File: src/rtl/cb64d_pkg.sv
package cb64d_pkg;

  localparam int MAX_BYTES = 64;

  localparam int CHAR_W  = 8;
  localparam int CNT_W   = 7;
  localparam int STAT_W  = 2;
  localparam int ACC_W   = 24;

  localparam logic [CNT_W-1:0] CAP_RESET = 7'd64;

  localparam logic [CHAR_W-1:0] CHR_NUL    = 8'h00;
  localparam logic [CHAR_W-1:0] CHR_DOLLAR = 8'h24;
  localparam logic [CHAR_W-1:0] CHR_DOT    = 8'h2E;
  localparam logic [CHAR_W-1:0] CHR_SLASH  = 8'h2F;
  localparam logic [CHAR_W-1:0] CHR_0      = 8'h30;
  localparam logic [CHAR_W-1:0] CHR_9      = 8'h39;
  localparam logic [CHAR_W-1:0] CHR_UA     = 8'h41;
  localparam logic [CHAR_W-1:0] CHR_UZ     = 8'h5A;
  localparam logic [CHAR_W-1:0] CHR_LA     = 8'h61;
  localparam logic [CHAR_W-1:0] CHR_LZ     = 8'h7A;

  localparam logic [STAT_W-1:0] ST_NUL     = 2'd0;
  localparam logic [STAT_W-1:0] ST_DOLLAR  = 2'd1;
  localparam logic [STAT_W-1:0] ST_INVALID = 2'd2;
  localparam logic [STAT_W-1:0] ST_OVF     = 2'd3;

  // Results caused by one character: up to three data bytes, then an
  // optional status beat.
  typedef struct packed {
    logic [ACC_W-1:0]  val;
    logic [1:0]        nbytes;
    logic              has_stat;
    logic [STAT_W-1:0] status;
    logic [CNT_W-1:0]  count;
  } bundle_t;

  // Bit 6 set marks a character outside the alphabet.
  function automatic logic [6:0] char_value(input logic [CHAR_W-1:0] c);
    logic [6:0] res;
    res = 7'd64;
    if (c == CHR_DOT) begin
      res = 7'd0;
    end else if (c == CHR_SLASH) begin
      res = 7'd1;
    end else if (c >= CHR_0 && c <= CHR_9) begin
      res = 7'(c - CHR_0) + 7'd2;
    end else if (c >= CHR_UA && c <= CHR_UZ) begin
      res = 7'(c - CHR_UA) + 7'd12;
    end else if (c >= CHR_LA && c <= CHR_LZ) begin
      res = 7'(c - CHR_LA) + 7'd38;
    end
    return res;
  endfunction

endpackage

File: src/rtl/crypt_base64_decoder_core.sv
// A character is registered in the decode stage, and its results in the serial stage that presents them.
// Throughput: one character per cycle while out_tready is high, but a character that yields
// several result beats (at most four) holds off the next character with results until its last beat is taken.
// Reset (rst_n low, synchronous) empties both stages, clears the group and byte count
// and sets the capacity register to 64.
module crypt_base64_decoder_core
  import cb64d_pkg::*;
(
  input  logic             clk,
  input  logic             rst_n,
  input  logic             in_tvalid,
  output logic             in_tready,
  input  logic [7:0]       in_tdata,   // [7:0] in_char
  output logic             out_tvalid,
  input  logic             out_tready,
  output logic [23:0]      out_tdata,  // [7:0] out_byte, [9:8] status, [16:10] byte_count
  output logic             out_tuser,  // [0] item_kind
  output logic             out_tlast,
  input  logic             cfg_valid,
  output logic             cfg_ready,
  input  logic [CNT_W-1:0] cfg_data
);

  bundle_t           bundle;
  logic              bundle_valid, bundle_ready;
  logic [7:0]        out_byte;
  logic [STAT_W-1:0] out_status;
  logic [CNT_W-1:0]  out_count;

  assign cfg_ready = 1'b1;

  cb64d_decode u_decode (
    .clk          (clk),
    .rst_n        (rst_n),
    .in_tvalid    (in_tvalid),
    .in_tready    (in_tready),
    .in_char      (in_tdata),
    .cfg_valid    (cfg_valid),
    .cfg_data     (cfg_data),
    .bundle_ready (bundle_ready),
    .bundle_valid (bundle_valid),
    .bundle       (bundle)
  );

  cb64d_serial u_serial (
    .clk          (clk),
    .rst_n        (rst_n),
    .bundle_valid (bundle_valid),
    .bundle       (bundle),
    .bundle_ready (bundle_ready),
    .out_tvalid   (out_tvalid),
    .out_tready   (out_tready),
    .out_byte     (out_byte),
    .out_kind     (out_tuser),
    .out_status   (out_status),
    .out_count    (out_count),
    .out_last     (out_tlast)
  );

  assign out_tdata = {7'd0, out_count, out_status, out_byte};

endmodule

File: src/rtl/cb64d_decode.sv
module cb64d_decode
  import cb64d_pkg::*;
(
  input  logic              clk,
  input  logic              rst_n,
  input  logic              in_tvalid,
  output logic              in_tready,
  input  logic [CHAR_W-1:0] in_char,
  input  logic              cfg_valid,
  input  logic [CNT_W-1:0]  cfg_data,
  input  logic              bundle_ready,
  output logic              bundle_valid,
  output bundle_t           bundle
);

  logic [CHAR_W-1:0] char_r;
  logic              char_vld_r;
  logic [CNT_W-1:0]  cap_r;
  logic [ACC_W-1:0]  acc_r, acc_nxt;
  logic [1:0]        grp_r, grp_nxt;
  logic [CNT_W-1:0]  bytes_r, bytes_nxt;

  logic [6:0]        cval;
  logic [5:0]        v;
  logic              valid_chr, is_term, full, flushing, ovf, drop, fire;
  logic [ACC_W-1:0]  flush_val, v_sh;
  logic [7:0]        last_val;
  logic [1:0]        k, room, nbytes;
  logic [CNT_W-1:0]  lim, room_full;
  logic              has_stat;
  logic [STAT_W-1:0] status;

  always_comb begin
    cval      = char_value(char_r);
    v         = cval[5:0];
    valid_chr = !cval[6];
    is_term   = (char_r == CHR_NUL) || (char_r == CHR_DOLLAR);
    full      = valid_chr && (grp_r == 2'd3);
    flushing  = is_term || !valid_chr || full;

    case (grp_r)
      2'd0:    v_sh = {18'd0, v};
      2'd1:    v_sh = {12'd0, v, 6'd0};
      2'd2:    v_sh = {6'd0, v, 12'd0};
      default: v_sh = {v, 18'd0};
    endcase

    flush_val = full ? (acc_r | v_sh) : acc_r;
    k         = full ? 2'd3 : grp_r;

    lim       = (cap_r < CNT_W'(MAX_BYTES)) ? cap_r : CNT_W'(MAX_BYTES);
    room_full = (bytes_r >= lim) ? '0 : lim - bytes_r;
    room      = (room_full > 7'd3) ? 2'd3 : room_full[1:0];
    ovf       = room < k;

    case (k)
      2'd1:    last_val = flush_val[7:0];
      2'd2:    last_val = flush_val[15:8];
      default: last_val = flush_val[23:16];
    endcase
    drop = is_term && (k != 2'd0) && (last_val == 8'd0);

    if (!flushing) begin
      nbytes = 2'd0;
    end else if (ovf) begin
      nbytes = room;
    end else begin
      nbytes = k - {1'b0, drop};
    end

    has_stat = is_term || !valid_chr || (full && ovf);
    if (ovf) begin
      status = ST_OVF;
    end else if (is_term) begin
      status = (char_r == CHR_NUL) ? ST_NUL : ST_DOLLAR;
    end else begin
      status = ST_INVALID;
    end

    bundle.val      = flush_val;
    bundle.nbytes   = nbytes;
    bundle.has_stat = has_stat;
    bundle.status   = status;
    bundle.count    = bytes_r + CNT_W'(nbytes);

    bundle_valid = char_vld_r && (has_stat || nbytes != 2'd0) && bundle_ready;
    fire         = char_vld_r && (bundle_ready || (!has_stat && nbytes == 2'd0));
    in_tready    = !char_vld_r || fire;

    if (has_stat) begin
      acc_nxt   = '0;
      grp_nxt   = 2'd0;
      bytes_nxt = '0;
    end else if (full) begin
      acc_nxt   = '0;
      grp_nxt   = 2'd0;
      bytes_nxt = bytes_r + 7'd3;
    end else begin
      acc_nxt   = acc_r | v_sh;
      grp_nxt   = grp_r + 2'd1;
      bytes_nxt = bytes_r;
    end
  end

  always_ff @(posedge clk) begin
    if (!rst_n) begin
      char_vld_r <= 1'b0;
      cap_r      <= CAP_RESET;
      acc_r      <= '0;
      grp_r      <= 2'd0;
      bytes_r    <= '0;
    end else begin
      if (in_tvalid && in_tready) begin
        char_vld_r <= 1'b1;
      end else if (fire) begin
        char_vld_r <= 1'b0;
      end
      if (cfg_valid) begin
        cap_r <= cfg_data;
      end
      if (fire) begin
        acc_r   <= acc_nxt;
        grp_r   <= grp_nxt;
        bytes_r <= bytes_nxt;
      end
    end
  end

  always_ff @(posedge clk) begin
    if (in_tvalid && in_tready) begin
      char_r <= in_char;
    end
  end

endmodule

File: src/rtl/cb64d_serial.sv
module cb64d_serial
  import cb64d_pkg::*;
(
  input  logic              clk,
  input  logic              rst_n,
  input  logic              bundle_valid,
  input  bundle_t           bundle,
  output logic              bundle_ready,
  output logic              out_tvalid,
  input  logic              out_tready,
  output logic [7:0]        out_byte,
  output logic              out_kind,
  output logic [STAT_W-1:0] out_status,
  output logic [CNT_W-1:0]  out_count,
  output logic              out_last
);

  bundle_t    bundle_r;
  logic       busy_r;
  logic [1:0] idx_r;
  logic       is_data, done;
  logic [2:0] total;

  always_comb begin
    total   = {1'b0, bundle_r.nbytes} + {2'b0, bundle_r.has_stat};
    is_data = idx_r < bundle_r.nbytes;
    out_last = ({1'b0, idx_r} == total - 3'd1);
    out_tvalid = busy_r;
    done = busy_r && out_tready && out_last;
    bundle_ready = !busy_r || done;

    case (idx_r)
      2'd0:    out_byte = bundle_r.val[7:0];
      2'd1:    out_byte = bundle_r.val[15:8];
      default: out_byte = bundle_r.val[23:16];
    endcase
    if (!is_data) begin
      out_byte = 8'd0;
    end
    out_kind   = !is_data;
    out_status = is_data ? '0 : bundle_r.status;
    out_count  = is_data ? '0 : bundle_r.count;
  end

  always_ff @(posedge clk) begin
    if (!rst_n) begin
      busy_r <= 1'b0;
      idx_r  <= 2'd0;
    end else begin
      if (bundle_valid) begin
        busy_r <= 1'b1;
        idx_r  <= 2'd0;
      end else if (done) begin
        busy_r <= 1'b0;
        idx_r  <= 2'd0;
      end else if (busy_r && out_tready) begin
        idx_r <= idx_r + 2'd1;
      end
    end
  end

  always_ff @(posedge clk) begin
    if (bundle_valid) begin
      bundle_r <= bundle;
    end
  end

endmodule

File: config.mk
export PLATFORM = sky130hd
export DESIGN_NAME = crypt_base64_decoder_core
export DESIGN_NICKNAME = d
export VERILOG_FILES = /design/src/rtl/cb64d_pkg.sv /design/src/rtl/crypt_base64_decoder_core.sv /design/src/rtl/cb64d_decode.sv /design/src/rtl/cb64d_serial.sv
export SDC_FILE = /design/constraint.sdc
export NUM_CORES = 1
export LEC_CHECK = 0
export BUFFER_PORTS_ARGS = -buffer_cell sky130_fd_sc_hd__buf_2
export CAP_MARGIN = 10
export CORE_ASPECT_RATIO = 0.8
export CORE_MARGIN = 2
export CORE_UTILIZATION = 50
export CTS_CLUSTER_SIZE = 8
export DETAILED_ROUTE_END_ITERATION = 10
export HOLD_SLACK_MARGIN = 0.02
export PLACE_DENSITY = 0.77
export SLEW_MARGIN = 20
export SYNTH_ARGS = -nofsm -noshare
export SYNTH_HDL_FRONTEND = slang
export SYNTH_HIERARCHICAL = 1
export SYNTH_SLANG_ARGS = --single-unit
File: constraint.sdc
create_clock -name clk -period 13.5 [get_ports clk]
set_input_delay 1.35 -clock clk [delete_from_list [all_inputs] [get_ports clk]]
set_output_delay 1.35 -clock clk [all_outputs]
set_load 0.02 [all_outputs]
==> results.toml, run 1 <==
[outcome]
outcome = "finished, final reports clean"

[timing]
hold_viol = 0
fmax_mhz = 170
grt_setup_unrepaired = "false"
fin_skew_ns = 0.00471
finalCritPeriodShare_pct = 43.6
fin_setup_tns_ns = 0
min_period_ns = 5.88
relSlewSlack_pct = 49.1
setup_viol = 0
drv_slew = 0
max_slew.worst_pin.slew_ns = 0.760

[clock_tree]
postCtsHoldBufs = 0
path_clk_slew_ns = 0.06
cts-buffers-inserted = 9
cts_buffer_depth = 2
clk_latency_ns = 0.34
cts.htree.levels = 3
cts_setup_buffers = 0
cts_sinks = 88
clockRootBuffer = "clkbuf_16"
cts_resized = 0
cts_tree = "built"

[finish]
final_util_pct = 55.9
syn_to_final_growth_pct = 9.10
fillCellCount = 816
final_net_count = 581
antenna-diode-count = 0
final_common_cell = "nor2_1"
drive_above_1_share_pct = 15.1
final_cell_mix = "47 x nor2_1, 44 x dfxtp_1, 44 x edfxtp_1"

[floorplanning]
dieArea_um2 = 10700
die_h_um = 92.7
core_area_um2 = 9610
die_w_um = 115
io_pins = 49
start_util_pct = 51.2
rows = 32

[critical_path]
crit_slowest_cell = "edfxtp_1"
worstSetupEndpointType = "output pin"
path_cells = "inv_1 -> ha_1 -> or3b_1 -> o32a_1 -> a221o_2 -> and2_4 -> a31o_4 -> o21ai_1 -> and3_1 -> a31oi_1 -> nor4_2 -> ha_1 -> inv_1 -> a211oi_1 -> o21a_1 -> o211ai_2 -> nand3_1 -> buf_2"
path_max_fanout = 12
crit_required_ns = 12.15
crit_type = "register to output pin"
arrival_ns = 4.53
critPathLaunchType = "register"
slowest_delay_ns = 0.48

[drt]
post_drt_wl_per_cell_um = 16.1
routed-via-count = 3760
ant_nets = 0
vias_per_cell = 5.75
wl_mm = 10.5
drt_iter0_drc = 307
firstDrtPassIters = 5
drc = 0

[global_routing]
antenna_found_initial = 0
grt_pass1_vias = 3456
grt_pass1_wl_mm = 17.0
grt_max_degree = 40
gr-total-overflow = 0
track_usage_pct = 20.3

[job]
cap_viol_max_count = 0

[power]
power_frac_seq_pct = 45.7
intPower_w = 0.000478
netSwitchingPower_w = 0.000181
total_power_w = 0.000659
combPwrFrac_pct = 17.1
ir_drop_mv = 0.0641
powerDensity_nw_per_um2 = 123
p_clk_share_pct = 37.2
p_leak_nw = 2.18
swShare_pct = 27.5

[placed_design]
gp_congestion = 0.921
port_buffers = 40
hpwl_mm = 7.80

[worst_hold_path]
worstHoldPathType = "register to register"

[yosys]
netlist_area_um2 = 4920
synth_cell_type_count = 71
yosysWarnings = 6
synth_edf_count = 44
synth-seq-area-share_pct = 44.7
avgSynthCellArea_um2 = 9.61
synth-seq-cells = 88
synthArstFlopShare_pct = 0
synthCells = 512
yosys_most_used_dff = "edfxtp_1"
==> power by group through the flow <==
stage	sequential [W]	combinational (W)	clock, W
3_5_place_dp	0.000307	0.000110	0
3_3_place_gp	0.000307	0.000109	0
6_report	0.000302	0.000113	0.000245
4_1_cts	0.000301	0.000111	0.000250
5_1_grt	0.000303	0.000125	0.000260
2_1_floorplan	0.000304	0.0000864	0
==> state kept, by name, indices dropped and copies added, names as in the netlist <==
name	flops
u_decode/char_vld_r	1
u_decode/bytes_r	7
u_serial/idx_r	2
u_decode/cap_r	7
u_decode/char_r	8
u_serial/out_tvalid	1
u_decode/grp_r	2
u_decode/acc_r	24
u_serial/bundle_r	36
==> area by class of cell <==
| class | instances | area [um2] | area share, % |
|---|---|---|---|
| well taps | 119 | 149 | 2.77 |
| clock inverters | 6 | 66.3 | 1.24 |
| clock buffers | 10 | 229 | 4.26 |
| inverters | 34 | 128 | 2.38 |
| repair buffers | 41 | 208 | 3.87 |
| multi-input cells | 356 | 2390 | 44.5 |
| flip-flops and latches | 88 | 2200 | 41.0 |
==> Yosys cell counts (10+ instances only) <==
library cell	n	area (um2)
buf_4	10	75.1
dfxtp_1	44	881
ha_1	29	363
a22oi_1	11	82.6
nor2_1	47	176
mux2i_1	10	100
and2_1	19	119
inv_1	34	128
xnor2_1	11	96.3
edfxtp_1	44	1320
nand2_1	33	124
clkbuf_1	23	86.3
o21ai_0	19	95.1
nor2b_1	15	93.8
a21oi_1	37	185
==> final timing paths <==
| kind | to | startpoint | cells after the start | slack (ns) |
|---|---|---|---|---|
| setup reg to reg | u_serial/bundle_r[6] | u_decode/char_r[1] | 22 | 8.24 |
| setup / recovery | in_tready | u_decode/char_r[1] | 18 | 7.62 |
| hold / removal | u_serial/bundle_r[27] | u_decode/acc_r[15] | 0 | 0.45 |
| hold reg to reg | u_serial/bundle_r[27] | u_decode/acc_r[15] | 0 | 0.45 |
==> per-stage QoR <==
step | setup WS, ns | hold WS [ns] | instances | area (um2)
final | 7.62 | 0.453 | 654 | 5370
after global placement | 8.09 | 0.439 | 638 | 5070
after floorplan | 8.32 | 0.424 | 518 | 4940
after detailed placement | 8.06 | 0.440 | 638 | 5070
after CTS | 7.68 | 0.456 | 654 | 5370
after global routing | 7.34 | 0.471 | 654 | 5370
==> cell families after synthesis <==
group | after synthesis | share of synthesized area (%)
buf+inv | 74 | 7.27
xor+xnor | 13 | 2.47
fa+ha+maj | 31 | 8.19
compound gates | 126 | 17.3
flops | 88 | 44.7
simple gates | 167 | 17.6
other cells | 2 | 0.153
mux | 11 | 2.26
==> routing by layer <==
layer  part of all wire, %  track usage [%]  up-vias
met4                  0.97             4.72        0
met5                     0                0        -
met3                   8.6             6.28       10
li1                      -                -     1828
met2                    44             30.2      151
met1                    47             29.0     1771
==> worst max-delay path: cells and delay by family, from the launching register on <==
family | cells | cell delay, ns
AOI/OAI and AO/OA | 8 | 1.75
and+or+nand+nor | 5 | 1.17
DFF | 1 | 0.48
buffers and inverters | 3 | 0.41
adders and majority gates | 2 | 0.39
Note: power is estimated with default switching activity, not from simulation.
==> inputs of run 2 (changes only) <==
clock period = 6.05 ns   (was 13.5 ns; I/O delays follow)
==> run 2 against run 1 <==
Against the previous run: non-clock buffer count is 1 higher; combinational power rose by 120%; clock power is 120% higher; die area did not move; hold slack lost 0.021 ns; final cell count grew 0.15%; critical path type unchanged; routed wire length is 1.8% lower; critical path depth stayed put; sequential share of layout area shrank 0.057 points; critical endpoint unchanged.
==> results.toml, run 2 (same netlist as run 1, synthesis figures left out) <==
[floorplanning]
die_h_um = 92.7
rows = 32
core_area_um2 = 9610
dieArea_um2 = 10700
die_w_um = 115
io_pins = 49
start_util_pct = 51.2

[critical_path]
crit_required_ns = 5.44
path_max_fanout = 12
arrival_ns = 4.60
critPathLaunchType = "register"
worstSetupEndpointType = "output pin"
r2r_cells = 22
crit_type = "register to output pin"

[placed_design]
preCtsSetupSlack_ns = 0.993
hpwl_mm = 7.78
dp_cells = 639
port_buffers = 40
gp_congestion = 1.00

[timing]
max_slew.worst_pin.slew_ns = 0.788
fmax_mhz = 192
hold_viol = 0
setup_viol = 0
finalCritPeriodShare_pct = 86.1
worst_slack_ns = 0.842
fin_skew_ns = 0.00972
drv_slew = 0
grt_setup_unrepaired = "false"
min_period_ns = 5.21
fin_setup_tns_ns = 0
relSlewSlack_pct = 47.2

[drt]
drc = 0
ant_nets = 0
firstDrtPassIters = 5
wl_mm = 10.3
drt_iter0_drc = 327
routed-via-count = 3763
post_drt_wl_per_cell_um = 15.7
vias_per_cell = 5.75

[power]
ir_drop_mv = 0.116
total_power_w = 0.00147
powerDensity_nw_per_um2 = 273
intPower_w = 0.00104
swShare_pct = 29.5
p_leak_nw = 2.18
netSwitchingPower_w = 0.000433
p_clk_share_pct = 37.3
combPwrFrac_pct = 17.0
power_frac_seq_pct = 45.8

[global_routing]
gr-total-overflow = 0
antenna_found_initial = 0
grt_pass1_wl_mm = 16.8
grt_max_degree = 31
grt_pass1_vias = 3476
track_usage_pct = 20.1

[clock_tree]
clockRootBuffer = "clkbuf_16"
cts_buffer_depth = 2
cts_sinks = 88
cts_tree = "built"
clk_latency_ns = 0.34
cts_setup_buffers = 0
cts.htree.levels = 3
cts_resized = 0
postCtsHoldBufs = 0
cts-buffers-inserted = 9
path_clk_slew_ns = 0.07

[finish]
syn_to_final_growth_pct = 9.26
final_net_count = 582
top_regs = "u_serial/bundle_r (36), u_decode/acc_r (24), u_decode/char_r (8)"
drive_above_1_share_pct = 15.3
top_register = "u_serial/bundle_r"
antenna-diode-count = 0
largest_reg_flops = 36
fillCellCount = 810
final_cell_mix = "47 x nor2_1, 44 x dfxtp_1, 44 x edfxtp_1"
final_common_cell = "nor2_1"
final_cells = 655

[worst_hold_path]
whs_path_depth = 1
worstHoldPathType = "primary input to register"

[job]
cap_viol_max_count = 0

[outcome]
outcome = "finished, final reports clean"
==> run 2: cell count changes in the layout (fill, tap and decap cells not counted) <==
cell	before	now
buf_4	1	2
bufinv_16	1	0
clkbuf_1	1	0
clkinv_2	2	0
clkinv_4	1	3
clkinv_8	0	1
inv_6	2	1
inv_8	0	2
o21ai_1	2	3
o21ai_2	1	0
==> run 2: metal layers <==
layer / GRT usage, % / wire length (um) / up-vias
li1: - / - / 1830
met1: 29.6 / 4930 / 1758
met2: 28.7 / 4540 / 167
met3: 5.69 / 763 / 8
met4: 5.42 / 79 / 0
met5: 0 / 0 / -
==> run 2: power by group through the flow <==
stage	sequential, W	combinational [W]	clock, W
4_1_cts	0.000672	0.000247	0.000557
3_3_place_gp	0.000685	0.000238	0
3_5_place_dp	0.000686	0.000245	0
5_1_grt	0.000675	0.000275	0.000582
2_1_floorplan	0.000679	0.000193	0
6_report	0.000672	0.000249	0.000547
==> run 2: area by class of cell <==
type / count / area [um2] / area share (%)
Multi-Input combinational cell: 356 / 2380 / 44.3
Clock inverter: 7 / 73.8 / 1.37
Clock buffer: 9 / 225 / 4.19
Tap cell: 119 / 149 / 2.77
Sequential cell: 88 / 2200 / 41.0
Inverter: 34 / 128 / 2.37
Timing Repair Buffer: 42 / 215 / 4.00
==> run 2: metrics by stage <==
step                      utilization (%)  area, um2  hold slack (ns)
after floorplan                         -       4940            0.424
after global placement               52.8       5080            0.437
after detailed placement             52.8       5080            0.441
after CTS                            56.0       5380            0.424
after global routing                 56.0       5380            0.416
final                                56.0       5380            0.432
==> run 2: critical path: stages (launching register included) <==
cell and delay [ns]:
edfxtp_1 0.49, inv_1 0.17, ha_1 0.23, or3b_1 0.38, o32a_1 0.33, a221o_2 0.45, and2_4 0.23, a31o_4 0.23
o21ai_1 0.13, and3_1 0.17, a31oi_1 0.05, nor4_2 0.26, ha_1 0.15, inv_1 0.05, a211oi_1 0.27, o21a_1 0.17
o211ai_2 0.17, nand3_1 0.16, buf_2 0.18
==> run 2: worst paths after layout <==
| check | start | endpoint | slack, ns |
|---|---|---|---|
| hold reg to reg | u_decode/acc_r[19] | u_decode/acc_r[19] | 0.46 |
| setup reg to reg | u_decode/char_r[1] | u_serial/bundle_r[6] | 0.93 |
| setup / recovery | u_decode/char_r[1] | in_tready | 0.84 |
| hold / removal | in_tdata[4] | u_decode/char_r[4] | 0.43 |
